==> config.mk <==
export PLATFORM = sky130hd
export DESIGN_NAME = clock_sweep_buffer_replacer
export DESIGN_NICKNAME = d
export VERILOG_FILES = /design/src/rtl/csbr_pkg.sv /design/src/rtl/clock_sweep_buffer_replacer.sv /design/src/rtl/csbr_cell.sv
export VERILOG_INCLUDE_DIRS = /design/src /design/src/rtl
export SDC_FILE = /design/constraint.sdc
export NUM_CORES = 1
export LEC_CHECK = 0
export BUFFER_PORTS_ARGS = -buffer_cell sky130_fd_sc_hd__buf_2
export CORE_MARGIN = 10
export CORE_UTILIZATION = 25
export DETAILED_ROUTE_END_ITERATION = 10
export GPL_TIMING_DRIVEN = 0
export PLACE_DENSITY = 0.38
export SLEW_MARGIN = 25
export SYNTH_ARGS = -nofsm -noshare
export SYNTH_HDL_FRONTEND = slang
export SYNTH_HIERARCHICAL = 1
export SYNTH_SLANG_ARGS = --single-unit
==> constraint.sdc <==
create_clock -name i_clk -period 8.35 [get_ports i_clk]
set_input_delay 0.835 -clock i_clk [delete_from_list [all_inputs] [get_ports i_clk]]
set_output_delay 0.835 -clock i_clk [all_outputs]
set_load 0.01 [all_outputs]
==> src/rtl/clock_sweep_buffer_replacer_macros.svh <==
// assertion macros for the clock sweep buffer replacer
// used by rtl/clock_sweep_buffer_replacer.sv; expects i_clk and i_rst_n in scope
`ifndef CLOCK_SWEEP_BUFFER_REPLACER_MACROS_SVH
`define CLOCK_SWEEP_BUFFER_REPLACER_MACROS_SVH

// implication checked on every rising clock edge outside reset
`define CSBR_ASSERT_IMP(lbl, ante, cons, msg) \
    lbl: assert property (@(posedge i_clk) disable iff (!i_rst_n) (ante) |-> (cons)) \
        else $error(msg);

// condition that must never hold outside reset
`define CSBR_ASSERT_NEVER(lbl, cond, msg) \
    lbl: assert property (@(posedge i_clk) disable iff (!i_rst_n) !(cond)) \
        else $error(msg);

`endif

==> src/rtl/csbr_pkg.sv <==
// shared types and codes for the clock sweep buffer replacer
// no dependencies
package csbr_pkg;

    localparam int PAGE_W  = 32;
    localparam int USAGE_W = 3;

    // operation kinds
    localparam logic [1:0] KIND_FETCH = 2'd0;
    localparam logic [1:0] KIND_PIN   = 2'd1;
    localparam logic [1:0] KIND_UNPIN = 2'd2;

    // result status codes
    localparam logic [2:0] ST_HIT          = 3'd0;
    localparam logic [2:0] ST_LOAD_EMPTY   = 3'd1;
    localparam logic [2:0] ST_LOAD_EVICT   = 3'd2;
    localparam logic [2:0] ST_ALL_PINNED   = 3'd3;
    localparam logic [2:0] ST_PIN_DONE     = 3'd4;
    localparam logic [2:0] ST_NOT_RESIDENT = 3'd5;

    // commands to a frame cell
    localparam logic [2:0] OP_NONE  = 3'd0;
    localparam logic [2:0] OP_SETU  = 3'd1;
    localparam logic [2:0] OP_PIN   = 3'd2;
    localparam logic [2:0] OP_UNPIN = 3'd3;
    localparam logic [2:0] OP_DEC   = 3'd4;
    localparam logic [2:0] OP_LOAD  = 3'd5;

    localparam logic [USAGE_W-1:0] RESET_MAX_USAGE = 3'd5;

    typedef struct packed {
        logic [2:0]         op;
        logic [USAGE_W-1:0] usage;
        logic [PAGE_W-1:0]  page;
    } t_cmd;

    typedef struct packed {
        logic               valid;
        logic               pinned;
        logic [USAGE_W-1:0] usage;
        logic [PAGE_W-1:0]  page;
    } t_frame;

endpackage

==> src/rtl/clock_sweep_buffer_replacer.sv <==
// top level: frame cell chain plus lookup and sweep sequencer
// depends on csbr_pkg, csbr_cell and clock_sweep_buffer_replacer_macros.svh
//
//  channel   | handshake            | payload
//  ----------+----------------------+-------------------------------------------
//  command   | i_start / o_busy     | i_kind, i_page_id
//  result    | o_done (one cycle)   | o_status, o_frame_index, o_usage, o_evicted_page
//  config    | i_cfg_we             | i_cfg_wdata (max_usage)
//
// every command first runs the lookup chain: the match ripples through the
// registered cells, then the result is registered. a fetch miss with an
// unpinned frame then sweeps the clock hand one frame at a time, skipping pinned
// frames and aging the others, until it takes a frame whose usage is zero.
// reset is synchronous; no clearing pass. results cannot be stalled.
`include "clock_sweep_buffer_replacer_macros.svh"

module clock_sweep_buffer_replacer import csbr_pkg::*; #(
    parameter int NUM_FRAMES = 16
) (
    input  logic        i_clk,
    input  logic        i_rst_n,
    input  logic        i_start,
    output logic        o_busy,
    input  logic [1:0]  i_kind,
    input  logic [31:0] i_page_id,
    input  logic        i_cfg_we,
    input  logic [2:0]  i_cfg_wdata,
    output logic        o_done,
    output logic [2:0]  o_status,
    output logic [3:0]  o_frame_index,
    output logic [2:0]  o_usage,
    output logic [31:0] o_evicted_page
);

    localparam int IW = (NUM_FRAMES > 1) ? $clog2(NUM_FRAMES) : 1;
    localparam int CW = IW + 1;

    localparam logic [1:0] S_IDLE  = 2'd0;
    localparam logic [1:0] S_LOOK  = 2'd1;
    localparam logic [1:0] S_SWEEP = 2'd2;

    logic [1:0]         r_state, n_state;
    logic [CW-1:0]      r_cnt, n_cnt;
    logic [IW-1:0]      r_hand, n_hand;
    logic [1:0]         r_kind;
    logic [PAGE_W-1:0]  r_key;
    logic [USAGE_W-1:0] r_max_usage;
    logic               r_done, n_done;
    logic [2:0]         r_status, n_status;
    logic [IW-1:0]      r_fidx, n_fidx;
    logic [USAGE_W-1:0] r_usage, n_usage;
    logic [PAGE_W-1:0]  r_evict, n_evict;

    t_cmd               w_cmd;
    logic [IW-1:0]      w_sel;
    logic               w_found  [NUM_FRAMES+1];
    logic [IW-1:0]      w_fi     [NUM_FRAMES+1];
    t_frame             w_frame  [NUM_FRAMES];
    logic [NUM_FRAMES-1:0] w_unpinned;
    t_frame             w_hit_fr, w_hand_fr;
    logic [USAGE_W:0]   w_inc;
    logic               w_accept;
    logic               w_fail_status;

    assign w_accept   = i_start && (r_state == S_IDLE);
    assign w_found[0] = 1'b0;
    assign w_fi[0]    = '0;

    // row of frame cells
    for (genvar g = 0; g < NUM_FRAMES; g++) begin : g_cell
        csbr_cell #(.IW(IW), .IDX(g)) u_cell (
            .i_clk       (i_clk),
            .i_rst_n     (i_rst_n),
            .i_cmd       (w_cmd),
            .i_sel       (w_sel),
            .i_key       (r_key),
            .i_found     (w_found[g]),
            .i_found_idx (w_fi[g]),
            .o_found     (w_found[g+1]),
            .o_found_idx (w_fi[g+1]),
            .o_frame     (w_frame[g])
        );
        assign w_unpinned[g] = !w_frame[g].pinned;
    end

    assign w_hit_fr  = w_frame[w_fi[NUM_FRAMES]];
    assign w_hand_fr = w_frame[r_hand];
    assign w_inc     = {1'b0, w_hit_fr.usage} + 4'd1;

    // sequencer
    always_comb begin
        n_state  = r_state;
        n_cnt    = r_cnt;
        n_hand   = r_hand;
        n_done   = 1'b0;
        n_status = r_status;
        n_fidx   = r_fidx;
        n_usage  = r_usage;
        n_evict  = r_evict;
        w_cmd    = '{op: OP_NONE, usage: '0, page: r_key};
        w_sel    = w_fi[NUM_FRAMES];
        case (r_state)
            S_IDLE: begin
                n_cnt = '0;
                if (w_accept) begin
                    n_state = S_LOOK;
                end
            end
            S_LOOK: begin
                n_cnt = r_cnt + 1'b1;
                if (r_cnt == CW'(NUM_FRAMES)) begin
                    n_state  = S_IDLE;
                    n_done   = 1'b1;
                    n_status = ST_NOT_RESIDENT;
                    n_fidx   = '0;
                    n_usage  = '0;
                    n_evict  = '0;
                    if (r_kind == KIND_FETCH) begin
                        if (w_found[NUM_FRAMES]) begin
                            n_status = ST_HIT;
                            n_fidx   = w_fi[NUM_FRAMES];
                            n_usage  = (w_inc > {1'b0, r_max_usage}) ? r_max_usage
                                                                     : w_inc[USAGE_W-1:0];
                            w_cmd.op    = OP_SETU;
                            w_cmd.usage = n_usage;
                        end else if (|w_unpinned) begin
                            n_state = S_SWEEP;
                            n_done  = 1'b0;
                        end else begin
                            n_status = ST_ALL_PINNED;
                        end
                    end else if ((r_kind == KIND_PIN || r_kind == KIND_UNPIN)
                                 && w_found[NUM_FRAMES]) begin
                        n_status = ST_PIN_DONE;
                        n_fidx   = w_fi[NUM_FRAMES];
                        n_usage  = w_hit_fr.usage;
                        w_cmd.op = (r_kind == KIND_PIN) ? OP_PIN : OP_UNPIN;
                    end
                end
            end
            S_SWEEP: begin
                w_sel  = r_hand;
                n_hand = (r_hand == IW'(NUM_FRAMES - 1)) ? '0 : r_hand + 1'b1;
                if (!w_hand_fr.pinned) begin
                    if (w_hand_fr.usage == '0) begin
                        w_cmd.op = OP_LOAD;
                        n_state  = S_IDLE;
                        n_done   = 1'b1;
                        n_status = w_hand_fr.valid ? ST_LOAD_EVICT : ST_LOAD_EMPTY;
                        n_fidx   = r_hand;
                        n_usage  = 3'd1;
                        n_evict  = w_hand_fr.valid ? w_hand_fr.page : '0;
                    end else begin
                        w_cmd.op = OP_DEC;
                    end
                end
            end
            default: n_state = S_IDLE;
        endcase
    end

    // control registers
    always_ff @(posedge i_clk) begin
        if (!i_rst_n) begin
            r_state     <= S_IDLE;
            r_cnt       <= '0;
            r_hand      <= '0;
            r_done      <= 1'b0;
            r_max_usage <= RESET_MAX_USAGE;
        end else begin
            r_state <= n_state;
            r_cnt   <= n_cnt;
            r_hand  <= n_hand;
            r_done  <= n_done;
            if (i_cfg_we) begin
                r_max_usage <= i_cfg_wdata;
            end
        end
    end

    // command capture and result payload
    always_ff @(posedge i_clk) begin
        if (w_accept) begin
            r_kind <= i_kind;
            r_key  <= i_page_id;
        end
        r_status <= n_status;
        r_fidx   <= n_fidx;
        r_usage  <= n_usage;
        r_evict  <= n_evict;
    end

    assign o_busy         = (r_state != S_IDLE);
    assign o_done         = r_done;
    assign o_status       = r_status;
    assign o_frame_index  = 4'(r_fidx);
    assign o_usage        = r_usage;
    assign o_evicted_page = r_evict;

    // failure results carry no frame
    assign w_fail_status = (o_status == ST_ALL_PINNED) || (o_status == ST_NOT_RESIDENT);

    // checks
    `CSBR_ASSERT_IMP(a_done_idle, o_done, !o_busy, "result transfer while busy")
    `CSBR_ASSERT_IMP(a_done_after_work, o_done, $past(o_busy), "result without work")
    `CSBR_ASSERT_IMP(a_empty_idx, o_done && w_fail_status, o_frame_index == 4'd0 && o_usage == 3'd0, "nonzero fields on failure")
    `CSBR_ASSERT_NEVER(a_hand_range, r_hand > IW'(NUM_FRAMES - 1), "clock hand out of range")

endmodule

==> src/rtl/csbr_cell.sv <==
// one frame cell: holds a frame's state and passes the lookup chain on
// depends on csbr_pkg
module csbr_cell import csbr_pkg::*; #(
    parameter int IW  = 4,
    parameter int IDX = 0
) (
    input  logic          i_clk,
    input  logic          i_rst_n,
    input  t_cmd          i_cmd,
    input  logic [IW-1:0] i_sel,
    input  logic [PAGE_W-1:0] i_key,
    input  logic          i_found,
    input  logic [IW-1:0] i_found_idx,
    output logic          o_found,
    output logic [IW-1:0] o_found_idx,
    output t_frame        o_frame
);

    logic               r_valid, r_pinned;
    logic [USAGE_W-1:0] r_usage;
    logic [PAGE_W-1:0]  r_page;
    logic               r_found;
    logic [IW-1:0]      r_found_idx;
    logic               w_me, w_match;

    assign w_me    = (i_sel == IW'(IDX));
    assign w_match = r_valid && (r_page == i_key);

    // frame state update
    always_ff @(posedge i_clk) begin
        if (!i_rst_n) begin
            r_valid  <= 1'b0;
            r_pinned <= 1'b0;
            r_usage  <= '0;
        end else if (w_me) begin
            case (i_cmd.op)
                OP_SETU:  r_usage  <= i_cmd.usage;
                OP_PIN:   r_pinned <= 1'b1;
                OP_UNPIN: r_pinned <= 1'b0;
                OP_DEC:   r_usage  <= r_usage - 3'd1;
                OP_LOAD: begin
                    r_valid  <= 1'b1;
                    r_pinned <= 1'b0;
                    r_usage  <= 3'd1;
                end
                default: ;
            endcase
        end
    end

    // page payload, no reset
    always_ff @(posedge i_clk) begin
        if (w_me && i_cmd.op == OP_LOAD) begin
            r_page <= i_cmd.page;
        end
    end

    // lookup chain: first match from the low end wins
    always_ff @(posedge i_clk) begin
        if (!i_rst_n) begin
            r_found <= 1'b0;
        end else begin
            r_found <= i_found || w_match;
        end
        r_found_idx <= i_found ? i_found_idx : IW'(IDX);
    end

    assign o_found     = r_found;
    assign o_found_idx = r_found_idx;
    assign o_frame     = '{valid: r_valid, pinned: r_pinned, usage: r_usage, page: r_page};

endmodule

# Yosys cells after proc, flatten, opt, wreduce, memory -nomap -nowiden
# Cells that the tools add are included.
classes:
  n_addsub: 19
  n_mul: 0
  div: 0
  n_lt_le_gt_ge: 3
  n_eq_ne: 46
  shift: 0
  muxes: 80
  bitwise_logic: 2
  n_reduce_logical: 127
op_table:
  columns: ["op", "n"]
  rows:
  - ["$eq A32 B32 Y1", 16]
  - ["$bmux W37 S4", 2]
  - ["$pmux W3 S3", 16]
  - ["$mux W32", 4]
  - ["$reduce_and A2 Y1", 48]
  - ["$mux W37", 2]
  - ["$mux W35", 2]
  - ["$pmux W32 S2", 1]
  - ["$mux W3", 17]
  - ["$sub A3 B1 Y3 const B", 16]
  - ["$eq A4 B4 Y1 const B", 9]
  - ["$mux W4", 9]
  - ["$logic_and A1 B1 Y1", 34]
  - ["$mux W2", 9]
  - ["$pmux W3 S2", 3]
  - ["$eq A4 B3 Y1 const B", 4]
  - ["$logic_not A1 Y1", 16]
  - ["$logic_or A1 B1 Y1", 16]
  - ["$reduce_or A16 Y1", 1]
  - ["$ge A5 B5 Y1 const B", 2]
  - ["$not A4 Y5", 2]
  - ["$pmux W5 S2", 1]
  - ["$mux W1", 9]
  - ["$eq A4 B2 Y1 const B", 2]
  - ["other kinds (23)", 36]
word_totals:
  regBits: 748
  latch_bits: 0
  ramBits: 0
  romBits: 0
  inputBits: 41
  elab_cells: 383
  memories: 0

# Depth between registers and ports, before layout
# Gate-level depths: netlist of the first run.
logic_depth:
  ltp_word: 15
  depth_mapped: 17
  mapped_depth_nobuf: 15

# By module
# Netlist of the first run, hierarchy kept.
modules_own_cells:
  columns: ["mod", "n_inst", "cells_per_inst", "area_each_um2"]
  rows:
  - ["csbr_cell at g_cell[10].u_cell ...", 6, 122, 1747.9]
  - ["clock_sweep_buffer_replacer", 1, 551, 8495.6]
  - ["csbr_cell at g_cell[1].u_cell ...", 4, 122, 1750.4]
  - ["csbr_cell at g_cell[11].u_cell ...", 3, 121, 1732.9]
  - ["csbr_cell at g_cell[0].u_cell", 1, 121, 1744.2]
  - ["csbr_cell at g_cell[15].u_cell", 1, 123, 1734.2]
  - ["csbr_cell at g_cell[7].u_cell", 1, 121, 1734.2]

# Least setup slack after synthesis of the first run
# No wires, ideal clock.
synth_timing:
  path_kind: "reg-to-reg"
  start: "reg r_hand[0]"
  end: "reg g_cell[1].u_cell.r_page[0] (enable)"
  setup_time_ps: 422
  t_arrival_ps: 5059
  required_ps: 7928
  slack_ps: 2868
  stages_incl_launch_ff: 12
  path_buffers: 3
  period_less_slack_ps: 5482
  path_cell_list: "dfxtp_1 -> buf_6 -> buf_6 -> or4_1 -> nand3_1 -> o311a_1 -> o221ai_1 -> or2_1 -> a21boi_1 -> buf_1 -> nand2_1 -> nor2_1"
synth_rtl:
  columns: ["item", "line_no", "source"]
  rows:
  - ["start: declaration", "clock_sweep_buffer_replacer.sv:44", "logic [IW-1:0] r_hand, n_hand;"]
  - ["start signal: assignment", "clock_sweep_buffer_replacer.sv:173", "r_hand <= n_hand;"]
  - ["end signal: assignment", "csbr_cell.sv:54", "r_page <= i_cmd.page;"]
  - ["end: declaration", "csbr_cell.sv:21", "logic [PAGE_W-1:0] r_page;"]

==> results.cfg, run 1 <==
[outcome]
outcome = finished clean

[worst_setup_path]
reg2reg_setup_slack_ps = 2780
reg2regPathDepth = 13
cp_top_family = buffers and inverters
path_cells = buf_2, buf_2, buf_1, o311a_1, o221ai_1, or2_1, a21boi_4, buf_16, clkbuf_1, nand2_1, nor2_4, buf_16, buf_16
crit_type = reg2reg
cpPeakStageDelay_ps = 760
cp.arrival_ps = 5980
slowest_stage = buf_1
critPathMaxFanout = 19
cp_num_buf_inv = 7
cp-start-kind = flip-flop
reg2reg_from = r_hand[1]
cp-end-kind = flip-flop
crit_top_cell = buf_16
worstPathRequired_ps = 8760
rr_endpoint = g_cell[5].u_cell/r_page[7]

[floorplan]
dieHeight_um = 402
die_x_um = 402
coreArea_um2 = 144000
start_util = 0.252
io_pins = 85
dieArea_um2 = 161000
rows = 139

[synthesis]
synth_top_cell_area_share = 0.485
synth-edff-count = 588
yosysTopAreaCell = edfxtp_1
synth_area_leaders = edfxtp_1 (49%), mux4_2 (11%), dfxtp_1 (9.6%), xor2_1 (8.9%), xnor2_1 (3.5%)
async_reset_ff_frac = 0
synth_cell_type_count = 72
yosysWarnings = 6
ys_seq_area_frac = 0.581
synth_flop_cell = edfxtp_1
netlist_area_um2 = 36400
yosys_register_bits = 763
syn_avg_cell_area_um2 = 14.6
syn_inst = 2499

[place]
port-buffer-count = 84
dp_hpwl_mm = 100
gp_congestion = 0.860
preCtsSetupSlack_ps = 2680
dpl-instance-area_um2 = 41400

[timing]
drv_slew = 0
setup_tns_ps = 0
slew_headroom = 0.209
min_period_over_period = 0.667
hold_slack_ps = 302
hold_viol = 0
worst_pin_slew_ps = 1190
fin_crit_ps = 5570
clock-skew-final_ps = 44.3
fmax_mhz = 180
grt_setup_unrepaired = false
setup_viol = 0
fin_ws_ps = 2780

[final_layout]
nFillCells = 14214
syn2layout_area_growth_pct = 22.4
antennaDiodeCount = 0
post-route-cell-area_um2 = 44500
final_core_util = 0.309
regArea_um2 = 21200
drive_above_1_share = 0.222
multi_input_area_um2 = 14600
fin_nets = 2865

[min_path]
min_from = i_page_id[2]
hold_class = in2reg
hold_depth = 1
hold_end = r_key[2]

[grt]
grt_max_degree = 67
antenna_found_initial = 14
gr-usage-all-layers = 0.161
grt_pass1_vias = 23749
grt_pass1_wl_mm = 187
grt-ovfl-total = 0

[route]
drt_first_pass_iters = 5
drt_iter0_drc = 2222
drc = 0
vias = 23489
ant_nets = 0
wl_per_cell_um = 28.1
viasPerCell = 4.92
routed_wl_mm = 134

[power]
ir_drop_mv = 0.158
p_per_area_nw_per_um2 = 200
leakage_nw = 14.4

[clock_tree]
cts_tree = built
clockBufferDepth = 3
htreeDepth = 3
numCtsBuffers = 93
ctsRootBufferMaster = clkbuf_16
clkSinkCount = 763
cts_resized = 0
ctsHoldBuffers = 0
clkLatencyLatePin_ps = 710
post-cts-setup-buffers = 0
clk_pin_slew_ps = 60

[job]
maxCapViolCount = 0
worst max-delay path by stage:
stage               startpoint                           to  slack [ps]  depth (start not counted)
floorplan            r_hand[0]   g_cell[1].u_cell/r_page[0]        2870                         11
global placement     r_hand[1]  g_cell[3].u_cell/r_page[10]       -2260                         10
detailed placement   r_hand[1]  g_cell[5].u_cell/r_page[13]        2680                         13
CTS                  r_hand[1]  g_cell[5].u_cell/r_page[26]        2660                         13
global route         r_hand[1]  g_cell[5].u_cell/r_page[13]        2570                         13
finish               r_hand[1]   g_cell[5].u_cell/r_page[7]        2780                         13
cells by family (layout without fill, tap and decap cells):
group / Yosys count / after routing / synth area share
XOR/XNOR: 515 / 515 / 0.124
AND/OR/NAND/NOR: 565 / 565 / 0.0910
adder cells (fa/ha/maj): 28 / 28 / 0.00963
multiplexers: 194 / 194 / 0.117
other: 1 / 9 / 0.000103
flip-flops: 763 / 763 / 0.581
AO/OA/AOI/OAI: 273 / 273 / 0.0545
buffers and inverters: 160 / 524 / 0.0223
synthesized netlist by cell type, drive strengths merged (7+ instances only):
cell	n
inv	51
o211ai	12
nor3	41
mux2i	8
a31oi	8
and2	37
nand3	10
nand2b	75
buf	70
nor2	75
dfxtp	175
clkbuf	39
xnor2	147
a21boi	9
o221a	26
and3	34
nand4	70
a21oi	54
nor2b	21
a22o	35
o211a	7
o21a	17
ha	28
o21ai	46
nor4b	8
nor3b	12
edfxtp	588
xor2	368
nor4	102
mux4	182
a22oi	37
nand2	57
metal layers:
metal | global-route usage | up-vias | routed length, um
li1 | - | 10246 | -
met1 | 0.234 | 12304 | 63500
met2 | 0.245 | 802 | 59700
met3 | 0.0287 | 135 | 8220
met4 | 0.0376 | 2 | 2490
met5 | 0 | - | 13
per-stage QoR:
| stage | total power, mW | cells |
|---|---|---|
| floorplan | 4.54 | 2507 |
| global placement | 4.77 | 4494 |
| detailed placement | 4.85 | 4604 |
| CTS | 9.06 | 4774 |
| global route | 9.24 | 4774 |
| finish | 8.93 | 4774 |
registers in the layout, summed over array words and instances, names as in the netlist:
name,cells
g_cell.u_cell/r_usage,48
o_usage,3
g_cell.u_cell/o_found_idx,64
g_cell.u_cell/r_page,512
r_kind,2
r_state,2
o_frame_index,4
o_done,1
r_cnt,5
o_evicted_page,32
r_key,32
r_hand,4
r_max_usage,3
g_cell.u_cell/r_valid,16
g_cell.u_cell/o_found,16
o_status,3
g_cell.u_cell/r_pinned,16
cells in the final DEF, fill, tap and decap left out, drive strengths merged, types with 46 or more instances in the layout:
cell | Yosys | layout
buf | 70 | 264
xnor2 | 147 | 147
mux4 | 182 | 182
nor4 | 102 | 102
clkbuf | 39 | 166
nand2 | 57 | 57
xor2 | 368 | 368
o21ai | 46 | 46
nor2 | 75 | 75
edfxtp | 588 | 588
inv | 51 | 54
a21oi | 54 | 54
nand2b | 75 | 75
nand4 | 70 | 70
dfxtp | 175 | 175
final cells by class:
cell class | count | area share
Multi-Input combinational cell | 1584 | 0.329
Timing Repair Buffer | 194 | 0.0547
Tap cell | 1903 | 0.0535
Clock inverter | 43 | 0.0107
Inverter | 51 | 0.00430
Clock buffer | 127 | 0.0588
Sequential cell | 763 | 0.475
Buffer | 109 | 0.0141
report_power, final:
group / leakage (nW) / switching [mW] / internal (mW)
Combinational: 6.17 / 0.360 / 0.222
Sequential: 6.74 / 0.0405 / 4.14
Clock: 1.53 / 1.71 / 2.45
(Power assumes the default switching activity.)
==> run 2, diff against run 1 <==
- ABC_AREA: unset -> 1
- PLACE_DENSITY: 0.38 -> 0.39
- clock period: 8.35 -> 4.8 ns (I/O delays scaled with it)
==> run 2 against run 1 <==
- worst hold slack got worse by 210 ps
- critical endpoint is now g_cell[12].u_cell/r_page[1]
- via count is 40% higher
- global-route usage grew 0.45 points
==> results.cfg, run 2 <==
[synthesis]
syn_avg_cell_area_um2 = 8.41
synth_cell_type_count = 51
synth-edff-count = 588
synth_area_leaders = edfxtp_1 (43%), nand2_1 (9.6%), dfxtp_1 (8.6%), inv_1 (7.5%), nor2_1 (6.6%)
synth.most_common_cell = nand2_1
synth_flop_cell = edfxtp_1
netlist_area_um2 = 40600
async_reset_ff_frac = 0
yosys_register_bits = 763
synth_top_cell_area_share = 0.434
ys_seq_area_frac = 0.521
yosysWarnings = 6
yosysTopAreaCell = edfxtp_1
syn_inst = 4832
synthTopCellsByCount = nand2_1 (1039), inv_1 (812), nor2_1 (713), edfxtp_1 (588), o21ai_0 (338)

[grt]
grt_pass1_vias = 32411
grt_max_degree = 61
gr-usage-all-layers = 0.165
grt_pass1_wl_mm = 221
grt-ovfl-total = 0
antenna_found_initial = 3

[final_layout]
largest_reg_flops = 512
top_register = g_cell.u_cell/r_page
syn2layout_area_growth_pct = 21.8
fin_nets = 5241
drive_above_1_share = 0.121
most-common-layout-cells = nand2_1 (1039), inv_1 (810), nor2_1 (693), edfxtp_1 (588), o21ai_0 (334)
final_common_cell = nand2_1
fin_cells = 7409

[clock_tree]
clockBufferDepth = 3
numCtsBuffers = 94
clkLatencyLatePin_ps = 720
ctsRootBufferMaster = clkbuf_16
clk_pin_slew_ps = 60
cts_tree = built
cts_resized = 0
htreeDepth = 3
clkSinkCount = 763

[timing]
slew_headroom = 0.344
fin_ws_ps = 602
fmax_mhz = 238
clock-skew-final_ps = 34.9
hold_slack_ps = 89.6
drv_slew = 0
min_period_over_period = 0.875
worst_pin_slew_ps = 983
hold_viol = 0
grt_setup_unrepaired = false
fin_crit_ps = 4200
setup_viol = 0

[worst_setup_path]
cp.arrival_ps = 4600
worstPathRequired_ps = 5210
crit_type = reg2reg
cp-end-kind = flip-flop
cp-start-kind = flip-flop
critPathMaxFanout = 24

[floorplan]
dieHeight_um = 423
die_x_um = 423
start_util = 0.252
dieArea_um2 = 179000
io_pins = 85
coreArea_um2 = 161000
rows = 147

[place]
gp_congestion = 0.819
preCtsSetupSlack_ps = 612
port-buffer-count = 84
numPlacedInstances = 7197
dp_hpwl_mm = 116

[min_path]
hold_class = in2reg

[power]
leakage_nw = 20.1
p_per_area_nw_per_um2 = 387
p_total_mw = 19.2
ir_drop_mv = 0.249

[route]
drt_first_pass_iters = 5
viasPerCell = 4.44
drc = 0
drt_iter0_drc = 2385
routed_wl_mm = 152
vias = 32930
ant_nets = 0
wl_per_cell_um = 20.5

[outcome]
outcome = finished clean

[job]
maxCapViolCount = 0
==> run 2: cell types whose count changed after synthesis, moves of 172 or more <==
cell and change:
o21ai_0 +293, nand2_1 +982, inv_1 +761, mux4_2 -172
xor2_1 -325, nand3_1 +184, nor2_1 +638
==> run 2: path summary, 6_finish.rpt <==
path	from	to	slack, ps	depth (start not counted)
max	r_hand[2]	g_cell[12].u_cell/r_page[1]	600	14
min	i_cfg_we	r_max_usage[1]	90	3
max reg2reg	r_hand[2]	g_cell[12].u_cell/r_page[1]	600	14
min reg2reg	g_cell[2].u_cell/o_found_idx[2]	g_cell[3].u_cell/o_found_idx[2]	390	2
==> run 2: cells by family after synthesis <==
| kind of cell | after synthesis | share of synthesized area |
|---|---|---|
| other cells | 1 | 0.0000923 |
| simple gates | 2188 | 0.226 |
| flops | 763 | 0.521 |
| xor+xnor | 191 | 0.0412 |
| fa+ha+maj | 28 | 0.00862 |
| buf+inv | 976 | 0.0984 |
| compound gates | 685 | 0.105 |
==> run 2: power breakdown <==
part           internal [mW]  switching (mW)
logic                   1.30            2.90
registers               7.41           0.138
clock network           4.34            3.08
total                   13.0            6.12
==> run 2: stage by stage <==
step	utilization	area (um^2)	setup TNS (ps)
floorplan	-	40700	0
global placement	0.272	43900	-1336770
detailed placement	0.285	45900	0
CTS	0.307	49500	0
global route	0.307	49500	0
finish	0.307	49500	0
==> run 2: area by class of cell <==
type,count,area (um^2)
Clock inverter,54,482
Fill cell,17112,112000
Sequential cell,763,21200
Buffer,157,921
Timing Repair Buffer,236,2720
Multi-Input combinational cell,3101,15700
Inverter,819,3080
Antenna cell,1,2.50
Clock buffer,118,2690
Tap cell,2160,2700
==> run 2: worst max-delay path, cell delays in order, from the launching register on <==
cell and delay [ps]:
dfxtp_1 300, buf_2 210, nand2_1 120, clkinv_1 430, nand2_1 200, nand2_1 130
inv_1 90, nand2_2 130, nor3_2 250, a21oi_1 110, nor2_4 480, buf_12 260
nand3_1 210, nor2_4 630, buf_12 260
==> run 2: what timing repair did <==
| item | in CTS | in global routing |
|---|---|---|
| hold endpoints to repair | 37 | 0 |
| buffers inserted | 0 | 0 |
| hold buffers | 39 | 0 |
==> run 2: per-layer routing <==
metal / GRT usage / vias up / part of all wire
met5: 0 / - / 0
met2: 0.278 / 631 / 0.47
met3: 0.0188 / 163 / 0.038
met1: 0.221 / 15755 / 0.46
met4: 0.0503 / 0 / 0.027
li1: - / 16381 / -
